===== config.mk =====
export PLATFORM = sky130hd
export DESIGN_NAME = bbe_lane
export DESIGN_NICKNAME = d
export VERILOG_FILES = /design/src/hdl/bbe_pkg.sv /design/src/hdl/bbe_lane.sv
export SDC_FILE = /design/constraint.sdc
export NUM_CORES = 1
export LEC_CHECK = 0
export BUFFER_PORTS_ARGS = -buffer_cell sky130_fd_sc_hd__buf_2
export CORE_MARGIN = 2
export CORE_UTILIZATION = 40
export DETAILED_ROUTE_END_ITERATION = 12
export GPL_TIMING_DRIVEN = 0
export PLACE_DENSITY = 0.63
export SETUP_SLACK_MARGIN = 0.1
export SLEW_MARGIN = 10
export SYNTH_ARGS = -nofsm -noshare
export SYNTH_HDL_FRONTEND = slang
export SYNTH_SLANG_ARGS = --single-unit
export TNS_END_PERCENT = 10

===== constraint.sdc =====
create_clock -name clk -period 9.85 [get_ports clk]
set_clock_uncertainty 0.2 [all_clocks]
set_input_delay 0 -clock clk [delete_from_list [all_inputs] [get_ports clk]]
set_output_delay 0 -clock clk [all_outputs]
set_load 0.01 [all_outputs]

===== src/hdl/bbe_pkg.sv =====
// Shared types, constants and reciprocal table for the edge-aware 3x3 box blur.
`timescale 1ns / 1ps
package bbe_pkg;

  localparam int DEF_MAX_WIDTH  = 1024;
  localparam int DEF_MAX_HEIGHT = 4096;
  localparam int WIDTH_RESET    = 640;
  localparam int HEIGHT_RESET   = 480;

  localparam int LANES = 3;  // red, green, blue
  localparam int TAPS  = 9;  // 3x3 window

  localparam int SUM_W   = 12;  // 9 * 255 fits
  localparam int NUMER_W = 13;  // 2*sum + count
  localparam int RECIP_W = 18;
  localparam int RECIP_SHIFT = 18;
  localparam int PROD_W  = NUMER_W + RECIP_W;

  typedef logic [7:0]  chan_t;
  typedef logic [23:0] pixel_t;
  typedef logic [3:0]  count_t;

  // Register map, word index
  typedef enum logic {
    REG_WIDTH  = 1'b0,
    REG_HEIGHT = 1'b1
  } reg_idx_t;

  // Input item kind
  typedef enum logic {
    OP_PIXEL = 1'b0,
    OP_DRAIN = 1'b1
  } op_t;

  // ceil(2^18 / (2*count)); count 0 is treated as 1, codes above 9 never occur
  localparam logic [RECIP_W-1:0] RECIP [16] = '{
    18'd131072, 18'd131072, 18'd65536, 18'd43691,
    18'd32768,  18'd26215,  18'd21846, 18'd18725,
    18'd16384,  18'd14564,  18'd131072, 18'd131072,
    18'd131072, 18'd131072, 18'd131072, 18'd131072
  };

  // Per-lane control from the window stage
  typedef struct packed {
    logic            ld;
    logic [TAPS-1:0] mask;
  } lane_ctl_t;

endpackage


===== src/hdl/bbe_lane.sv =====
// One colour lane: masked window sum, then rounded mean via reciprocal multiply.
`timescale 1ns / 1ps
module bbe_lane (
  input  logic              clk,
  input  bbe_pkg::chan_t    taps [bbe_pkg::TAPS],
  input  bbe_pkg::lane_ctl_t ctl,
  input  bbe_pkg::count_t   count,
  output bbe_pkg::chan_t    mean
);
  import bbe_pkg::*;

  logic [SUM_W-1:0]   col_sum [3];
  logic [SUM_W-1:0]   sum;
  logic [SUM_W-1:0]   sum_q;
  logic [NUMER_W-1:0] numer;
  logic [PROD_W-1:0]  prod;

  // three column sums, then their total
  always_comb begin
    for (int c = 0; c < 3; c++) begin
      col_sum[c] = '0;
      for (int r = 0; r < 3; r++) begin
        col_sum[c] = col_sum[c] +
                     (ctl.mask[c*3+r] ? SUM_W'(taps[c*3+r]) : '0);
      end
    end
    sum = col_sum[0] + col_sum[1] + col_sum[2];
  end

  always_ff @(posedge clk) begin
    if (ctl.ld) begin
      sum_q <= sum;
    end
  end

  // (2*sum + count) / (2*count), exact for these ranges
  assign numer = {sum_q, 1'b0} + NUMER_W'(count);
  assign prod  = PROD_W'(numer) * PROD_W'(RECIP[count]);
  assign mean  = prod[RECIP_SHIFT +: 8];
endmodule


; ---- Yosys cells after proc, flatten, opt, wreduce, memory -nomap -nowiden
; Memory sizes are Yosys's and may differ from the RTL's.
; Cells that the tools add are included.
[op_classes]
add_sub_neg = 9
mul = 1
div = 0
magnitude_cmp = 1
eq_ne = 0
n_shift = 0
n_mux = 11
bitwise_logic = 1
n_reduce_logical = 0
[ops]
columns = cell, n
row1 = 8-bit 2-to-1 mux, 9
row2 = 18-bit 2-to-1 mux, 2
row3 = 9-bit by 8-bit adder with 10-bit output, 3
row4 = 8-bit by 8-bit adder with 9-bit output, 3
row5 = 13-bit by 18-bit multiplier with 26-bit output, 1
row6 = 13-bit by 4-bit adder with 13-bit output, 1
row7 = 11-bit by 10-bit adder with 12-bit output, 1
row8 = 10-bit by 10-bit adder with 11-bit output, 1
row9 = 5-bit >= comparator (second input constant), 1
row10 = 4-bit inverter with 5-bit output, 1
[totals]
ff_bits = 12
latch_bits = 0
ram_bits = 0
rom_bits = 288
in_bits = 87
out_inout_bits = 8
word_cells = 25
n_memories = 1
[memory_table]
columns = name, words, width, read_ports, rd_ports_with_merged_regs, write_ports, line_no
row1 = (name not given), 16, 18, 1, 0, 0, bbe_lane.sv:38  ; assign prod = PROD_W'(numer) * PROD_W'(RECIP[count]);

; ---- Depth between registers and ports, before layout
; Gate-level depths: netlist of run 1.
[depth]
depth_word = 5
mapped_depth = 26
depth_no_buf = 26

; ---- Worst setup path after synthesis of run 1
; OpenSTA, ideal clock, no wires.
[synth_path]
path_kind = reg2out
start = register sum_q[0]
end = output mean[7]
arrival_ns = 6.289
required_ns = 9.650
setup_slack_ns = 3.361
stages_incl_launch_ff = 25
path_cell_list = edfxtp_1 ha_1 fa_1 a21oi_2 nand2b_1 xnor2_1 clkbuf_1 nand2_1 fa_1 fa_1 inv_1 fa_1 fa_1 inv_1 fa_1 inv_1 ha_1 and4_1 a41oi_1 o21ai_0 a21oi_1 a21boi_2 a41oi_1 a21oi_1 xnor2_1
[synth_between]
elab_chain_len = 2
[synth_rtl]
columns = item, line_no
row1 = start: declaration, bbe_lane.sv:14  ; logic [SUM_W-1:0] sum_q;
row2 = start signal: assignment, bbe_lane.sv:32  ; sum_q <= sum;
row3 = 13-bit by 4-bit adder with 13-bit output, bbe_lane.sv:37  ; assign numer = {sum_q, 1'b0} + NUMER_W'(count);
row4 = 13-bit by 18-bit multiplier with 26-bit output, bbe_lane.sv:38
row5 = end: declaration, bbe_lane.sv:8  ; output bbe_pkg::chan_t mean
; Every way passes these cells.

; ---- Worst setup path after layout of run 1
[layout_path]
start = register sum_q[2]
end = output mean[7]
; The elaborated chain is that of the path after synthesis.

==> results.ini, run 1 <==
[outcome]
status = finished clean

[sta]
max_freq_mhz = 125.1
max_slew.worst_pin.slew_ns = 1.149
relSlewSlack_pct = 22.85
fin_crit_ns = 7.992
drv_slew = 0
rsz0062_at_grt = no
setup_tns_ns = 0
setup_violations = 0
fin_crit_sh_pct = 81.13
final_hold_viol_count = 0

[floorplan]
die_area_sq_um = 24070
core.rowCount = 55
core_sq_um = 22500
top_level_ports = 95
die_h_microns = 155.1
initial_core_util_pct = 40.61
chipWidth_microns = 155.1

[placement]
port_buffers = 94
globalplace.congestion = 0.9672
dp_hpwl_microns = 18940

[final_layout]
drive_gt1_share_pct = 10.37
largest_registers = sum_q x12
final_core_util_pct = 44.67
largest_reg_flops = 12
synthToLayoutAreaGrowth_pct = 10.01
nNetsFinal = 1530
top_register = sum_q

[route]
vias = 6902
drcViolationCount = 0
drt_first_pass_iters = 4
ant_nets = 0
wl_per_cell_microns = 15.09
drt-vias-per-instance = 4.816
wl_microns = 21630
first_iter_violations = 361

[power]
p_leak_nw = 5.214
vdd_drop_max_mv = 0.2007
power_density_nw_per_um2 = 288.5
p_total_w = 0.002900

[yosys]
ys_seq_area_share_pct = 3.944
async_flop_share_pct = 0
synth_top_area_cell = fa_1
yosys-top-cells-area = fa_1 (49%), inv_1 (11%), ha_1 (9.9%)
ys_ff_latch = 12
ys.flop_type = edfxtp_1
yosysWarningCount = 0
synth-edff-count = 12
syn_avg_cell_area_sq_um = 8.711
syn_area_sq_um = 9138
synth_top_area_share_pct = 48.64
synthCells = 1049
synth_nets = 1430
synth_cell_types = 48

[clock_tree]
cts_setup_buffers = 0
postCtsHoldBufs = 1
tritoncts.num_buffers = 3
cts_resized = 0
clock-sinks = 12
tritoncts = yes
clkTransAtPathRegs_ns = 0.04
cts_root_buf = clkbuf_16
clock_path_buffers = 2
cts-htree-levels = 1

[critical_path]
required_ns = 9.65
crit_fanout = 10
cpMostUsedCell = fa_1
end_kind = output port
path_class = register to output port
path_buf_inv = 5
crit_family = adder cells
critical_path.slowest_cell = xor2_1
critPathMaxStageDelay_ns = 0.79
setup.worst_path.start_class = register
worstPathArrival_ns = 7.79

[flow_run]
max-cap-violations = 0

[global_route]
antenna_found_initial = 1
grt_pass1_wl_microns = 37610
grtUsageTotal_pct = 19.57
grt.overflow.total = 0
grt_pass1_vias = 7776
grt_max_degree = 13

[worst_hold_path]
hold_class = input pin to register

cell usage in the layout, fill, tap and decap left out, types with 2 or more instances in the layout:
cell and n:
nor2b_1 2, xnor2_1 26, nand3_2 3, edfxtp_1 12, xor2_1 10, nand3_1 3
clkbuf_16 3, and3_1 2, nor2_1 87, a21oi_2 3, fa_1 222, a41oi_1 2
xor2_2 2, o21ai_1 2, a21o_1 11, buf_2 97, o21bai_1 3, ha_1 72
nand2_1 200, a21oi_1 18, o21ai_0 11, buf_1 2, nand2b_1 7, o21a_1 3
and2_1 43, nand4_1 3, inv_1 262, clkbuf_1 13, inv_2 2
power breakdown:
part	leakage [nW]	internal, W	switching (W)
clock network	0.0370	0.0000526	0.0000181
registers	0.117	0.000111	0.0000329
logic	5.06	0.00110	0.00159
total	5.21	0.00126	0.00164
synth_stat cells (2+ instances only):
cell      number
o21bai_1       3
buf_2          3
inv_1        262
clkbuf_1      13
xor2_2         2
nand4_1        3
fa_1         222
and2_1        43
nor2_1        87
ha_1          72
o21ai_0       11
a41oi_1        2
nor2b_1        2
o21a_1         3
and3_1         2
a21o_1        11
edfxtp_1      12
xor2_1        10
a21oi_2        3
nand2_1      200
inv_2          2
xnor2_1       26
nand3_1        3
nand3_2        3
o21ai_1        2
buf_1          2
nand2b_1       7
a21oi_1       18
final timing paths:
kind / from / to / slack [ns] / cells past startpoint
setup / recovery: sum_q[2]$_DFFE_PP_ / mean[7] / 1.86 / 25
hold / removal: taps[16] / sum_q[0]$_DFFE_PP_ / 0.31 / 5
metrics by stage:
stage                     hold slack (ns)  instances  setup slack (ns)  instance area, sq um
after floorplan                  -0.08750       1049             3.361                  9138
final                              0.3108       1433             1.858                 10050
after global placement             0.1940       1428             2.069                  9965
after CTS                          0.3163       1432             1.741                 10050
after global routing               0.3497       1433             1.374                 10050
after detailed placement           0.1955       1428             2.014                  9965
metal layers:
layer	routed length, microns	vias to the layer above	share of wire, %	global-route usage [%]
met5	0	-	0	0
met2	11050	158	51	35.43
met1	9156	3454	42	25.93
li1	-	3254	-	-
met3	914	36	4.2	1.476
met4	500	0	2.3	3.924
logic make-up after synthesis:
kind of cell    Yosys count  share of synthesized area (%)
compound gates           63                          4.546
xor+xnor                 39                          3.985
fa+ha+maj               294                          58.50
buf+inv                 282                          11.63
flops                    12                          3.944
mux                       1                         0.1095
simple gates            358                          17.29
layout make-up:
cell class              instances  area [sq um]
plain buffers                  18         71.32
well taps                     285         356.6
multi-input cells             755          7715
fillers                      2227         12450
flip-flops and latches         12         360.3
diodes                          1         2.502
repair buffers                 95         480.5
clock buffers                   3         75.07
inverters                     264         991.0
Power figures use the tool's default switching activity.
==> run 2, diff against run 1 <==
- ABC_AREA: default -> 1
- PLACE_DENSITY: 0.63 -> 0.65
- clock period: 9.85 -> 6.4 ns (I/O delays scaled with it)
==> run 2 against run 1 <==
  * The run now ends with negative setup slack left
  * Flip-flop and latch count is the same
  * Clock power grew 60%
  * Combinational power grew 120%
  * Non-clock buffer count grew 19
==> results.ini, run 2 <==
[yosys]
synthTopCellsByCount = inv_1 (347), nand2_1 (320), fa_1 (222), nor2_1 (112), ha_1 (72)
yosys-top-cells-area = fa_1 (46%), inv_1 (14%), nand2_1 (12%)
synth-edff-count = 12  ; unchanged
synth.most_common_cell = inv_1
syn_avg_cell_area_sq_um = 7.663  ; -12%
synth_cell_types = 37  ; -23%
ys_ff_latch = 12  ; unchanged
synth_nets = 1640  ; +15%
ys_seq_area_share_pct = 3.735  ; -0.21 points
yosysWarningCount = 0  ; unchanged
synth_top_area_cell = fa_1
async_flop_share_pct = 0  ; unchanged
ys.flop_type = edfxtp_1
synth_top_area_share_pct = 46.06  ; -2.6 points
synthCells = 1259  ; +20%
syn_area_sq_um = 9648  ; +5.6%

[power]
power_density_nw_per_um2 = 557.7  ; +93%
intPower_w = 0.002652  ; +110%
combPwrFrac_pct = 94.9  ; +2.3 points
vdd_drop_max_mv = 0.6889  ; +240%
switching_share_pct = 57.61  ; +1.1 points
power_frac_seq_pct = 3.3  ; -1.6 points
p_leak_nw = 6.069  ; +16%
p_clk_share_pct = 1.8  ; -0.6 points
power_switching_w = 0.003604  ; +120%

[floorplan]
core_sq_um = 23540  ; +4.6%
top_level_ports = 95  ; unchanged
chipWidth_microns = 159.3  ; +2.7%
die_area_sq_um = 25380  ; +5.4%
core.rowCount = 56  ; +1.8%
die_h_microns = 159.3  ; +2.7%
initial_core_util_pct = 40.98  ; +0.38 points

[critical_path]
end_kind = output port
critPathMaxStageDelay_ns = 0.56  ; -0.23 ns
setup.worst_path.start_class = register
required_ns = 6.20  ; -3.45 ns
crit_family = adder cells
critical_path.slowest_cell = fa_1
worstPathArrival_ns = 6.34  ; -1.45 ns
crit_cells = 30  ; +20%
crit_fanout = 4  ; -6
path_buf_inv = 6  ; +1
cpMostUsedCell = nand2_2
path_class = register to output port

[sta]
relSlewSlack_pct = 49.98  ; +27 points
max_slew.worst_pin.slew_ns = 0.7476  ; -0.4014 ns
max_freq_mhz = 152.9
setup_tns_ns = -0.1385  ; -0.1385 ns
finalWorstSetupSlack_ns = -0.1385  ; -1.997 ns
setup_violations = 1  ; +1
rsz0062_at_grt = yes
final_hold_viol_count = 0  ; unchanged
fin_crit_ns = 6.538
drv_slew = 0  ; unchanged
fin_crit_sh_pct = 102.2

[route]
wl_microns = 24550  ; +14%
drcViolationCount = 0  ; unchanged
first_iter_violations = 437  ; +21%
drt-vias-per-instance = 4.804  ; -0.26%
ant_nets = 0  ; unchanged
wl_per_cell_microns = 14.49  ; -4.0%
drt_first_pass_iters = 5  ; +1
vias = 8138  ; +18%

[placement]
pre_cts_slack_ns = -0.9204  ; -2.934 ns
port_buffers = 85  ; -9.6%
dp_hpwl_microns = 20830  ; +10%
globalplace.congestion = 0.9032  ; -6.6%
placed_cells = 1663  ; +16%
placed_area_sq_um = 10470  ; +5.1%

[flow_run]
max-cap-violations = 0  ; unchanged

[clock_tree]
clock_path_buffers = 2  ; unchanged
tritoncts.num_buffers = 3  ; unchanged
cts-htree-levels = 1  ; unchanged
clock-sinks = 12  ; unchanged
tritoncts = yes
cts_root_buf = clkbuf_16
clkTransAtPathRegs_ns = 0.04  ; about the same

[final_layout]
largest_registers = sum_q x12
top_register = sum_q
drive_gt1_share_pct = 15.95  ; +5.6 points
final_common_cell = inv_1
final_core_util_pct = 47.65  ; +3.0 points
final_cells = 1694  ; +18%
nNetsFinal = 1755  ; +15%
design_area_sq_um = 11220  ; +12%
layout_common_cells = inv_1 (335), nand2_1 (303), fa_1 (221)
largest_reg_flops = 12  ; unchanged
synthToLayoutAreaGrowth_pct = 16.28

[outcome]
failed_checks = negative setup slack
status = complete, but fails checks

[global_route]
use_met1_pct = 25.63  ; -0.30 points
grt_max_degree = 13  ; unchanged
grt_pass1_wl_microns = 41740  ; +11%
busiest_layer = met2
use_met2_pct = 37.19  ; +1.8 points
grtUsageTotal_pct = 20.12  ; +0.54 points
grtUsageMet3_pct = 1.381  ; -0.096 points
grt_pass1_vias = 8878  ; +14%
grt.overflow.total = 0  ; unchanged
antenna_found_initial = 2  ; +1

[worst_hold_path]
holdPathStages = 6  ; +1
hold_class = input pin to register

## run 2: path summary, 6_finish.rpt
path	startpoint	to	slack, ns
setup / recovery	sum_q[0]$_DFFE_PP_	mean[7]	-0.14
hold / removal	taps[40]	sum_q[0]$_DFFE_PP_	0.29
## run 2: through the flow
| stage | hold WS [ns] | total power [W] |
|---|---|---|
| 6_report | 0.2932 | 0.006256 |
| 5_1_grt | 0.3315 | 0.007043 |
| 4_1_cts | 0.2864 | 0.005864 |
| 3_5_place_dp | 0.2051 | 0.004952 |
| 3_3_place_gp | 0.1963 | 0.004873 |
| 2_1_floorplan | -0.08750 | 0.003627 |
## run 2: what timing repair did
item / CTS / global route
gates resized for setup: 79 / 47
hold buffers: 1 / 0
pin swaps: 37 / 36
endpoints found under the setup margin: 8 / 8
hold endpoints to repair: 12 / 0
setup buffers: 16 / 8
## run 2: power by group through the flow
stage	combinational (W)	clock, W	sequential [W]
final	0.00594	0.000113	0.000205
after global routing	0.00671	0.000120	0.000210
after CTS	0.00555	0.000115	0.000203
after detailed placement	0.00475	0	0.000201
after global placement	0.00467	0	0.000199
after floorplan	0.00344	0	0.000192
## run 2: metal layers
metal,vias up,wire [microns]
met2,248,12360
met1,3992,10310
met5,-,0
li1,3849,-
met3,49,1215
met4,0,663
## run 2: final cells by class
class	count	area [sq um]
Inverter	364	1388
Tap cell	319	399.1
Antenna cell	2	5.005
Fill cell	2328	12320
Sequential cell	12	360.3
Buffer	22	142.6
Clock buffer	3	75.07
Clock inverter	1	3.754
Multi-Input combinational cell	861	8195
Timing Repair Buffer	110	649.4
## run 2: worst min-delay path: stages
cell and delay, ns:
buf_2 0.08, nand2_1 0.04, inv_1 0.06, fa_1 0.17, ha_1 0.13, ha_1 0.14
## run 2: logic make-up (layout without fill, tap and decap cells)
group           Yosys count  in the layout  synth area share (%)
simple gates            500            500                 21.06
buf+inv                 386            500                 15.12
xor+xnor                 13             13                 1.180
flops                    12             12                 3.735
other cells               0              2                     0
fa+ha+maj               294            294                 55.40
compound gates           54             54                 3.502
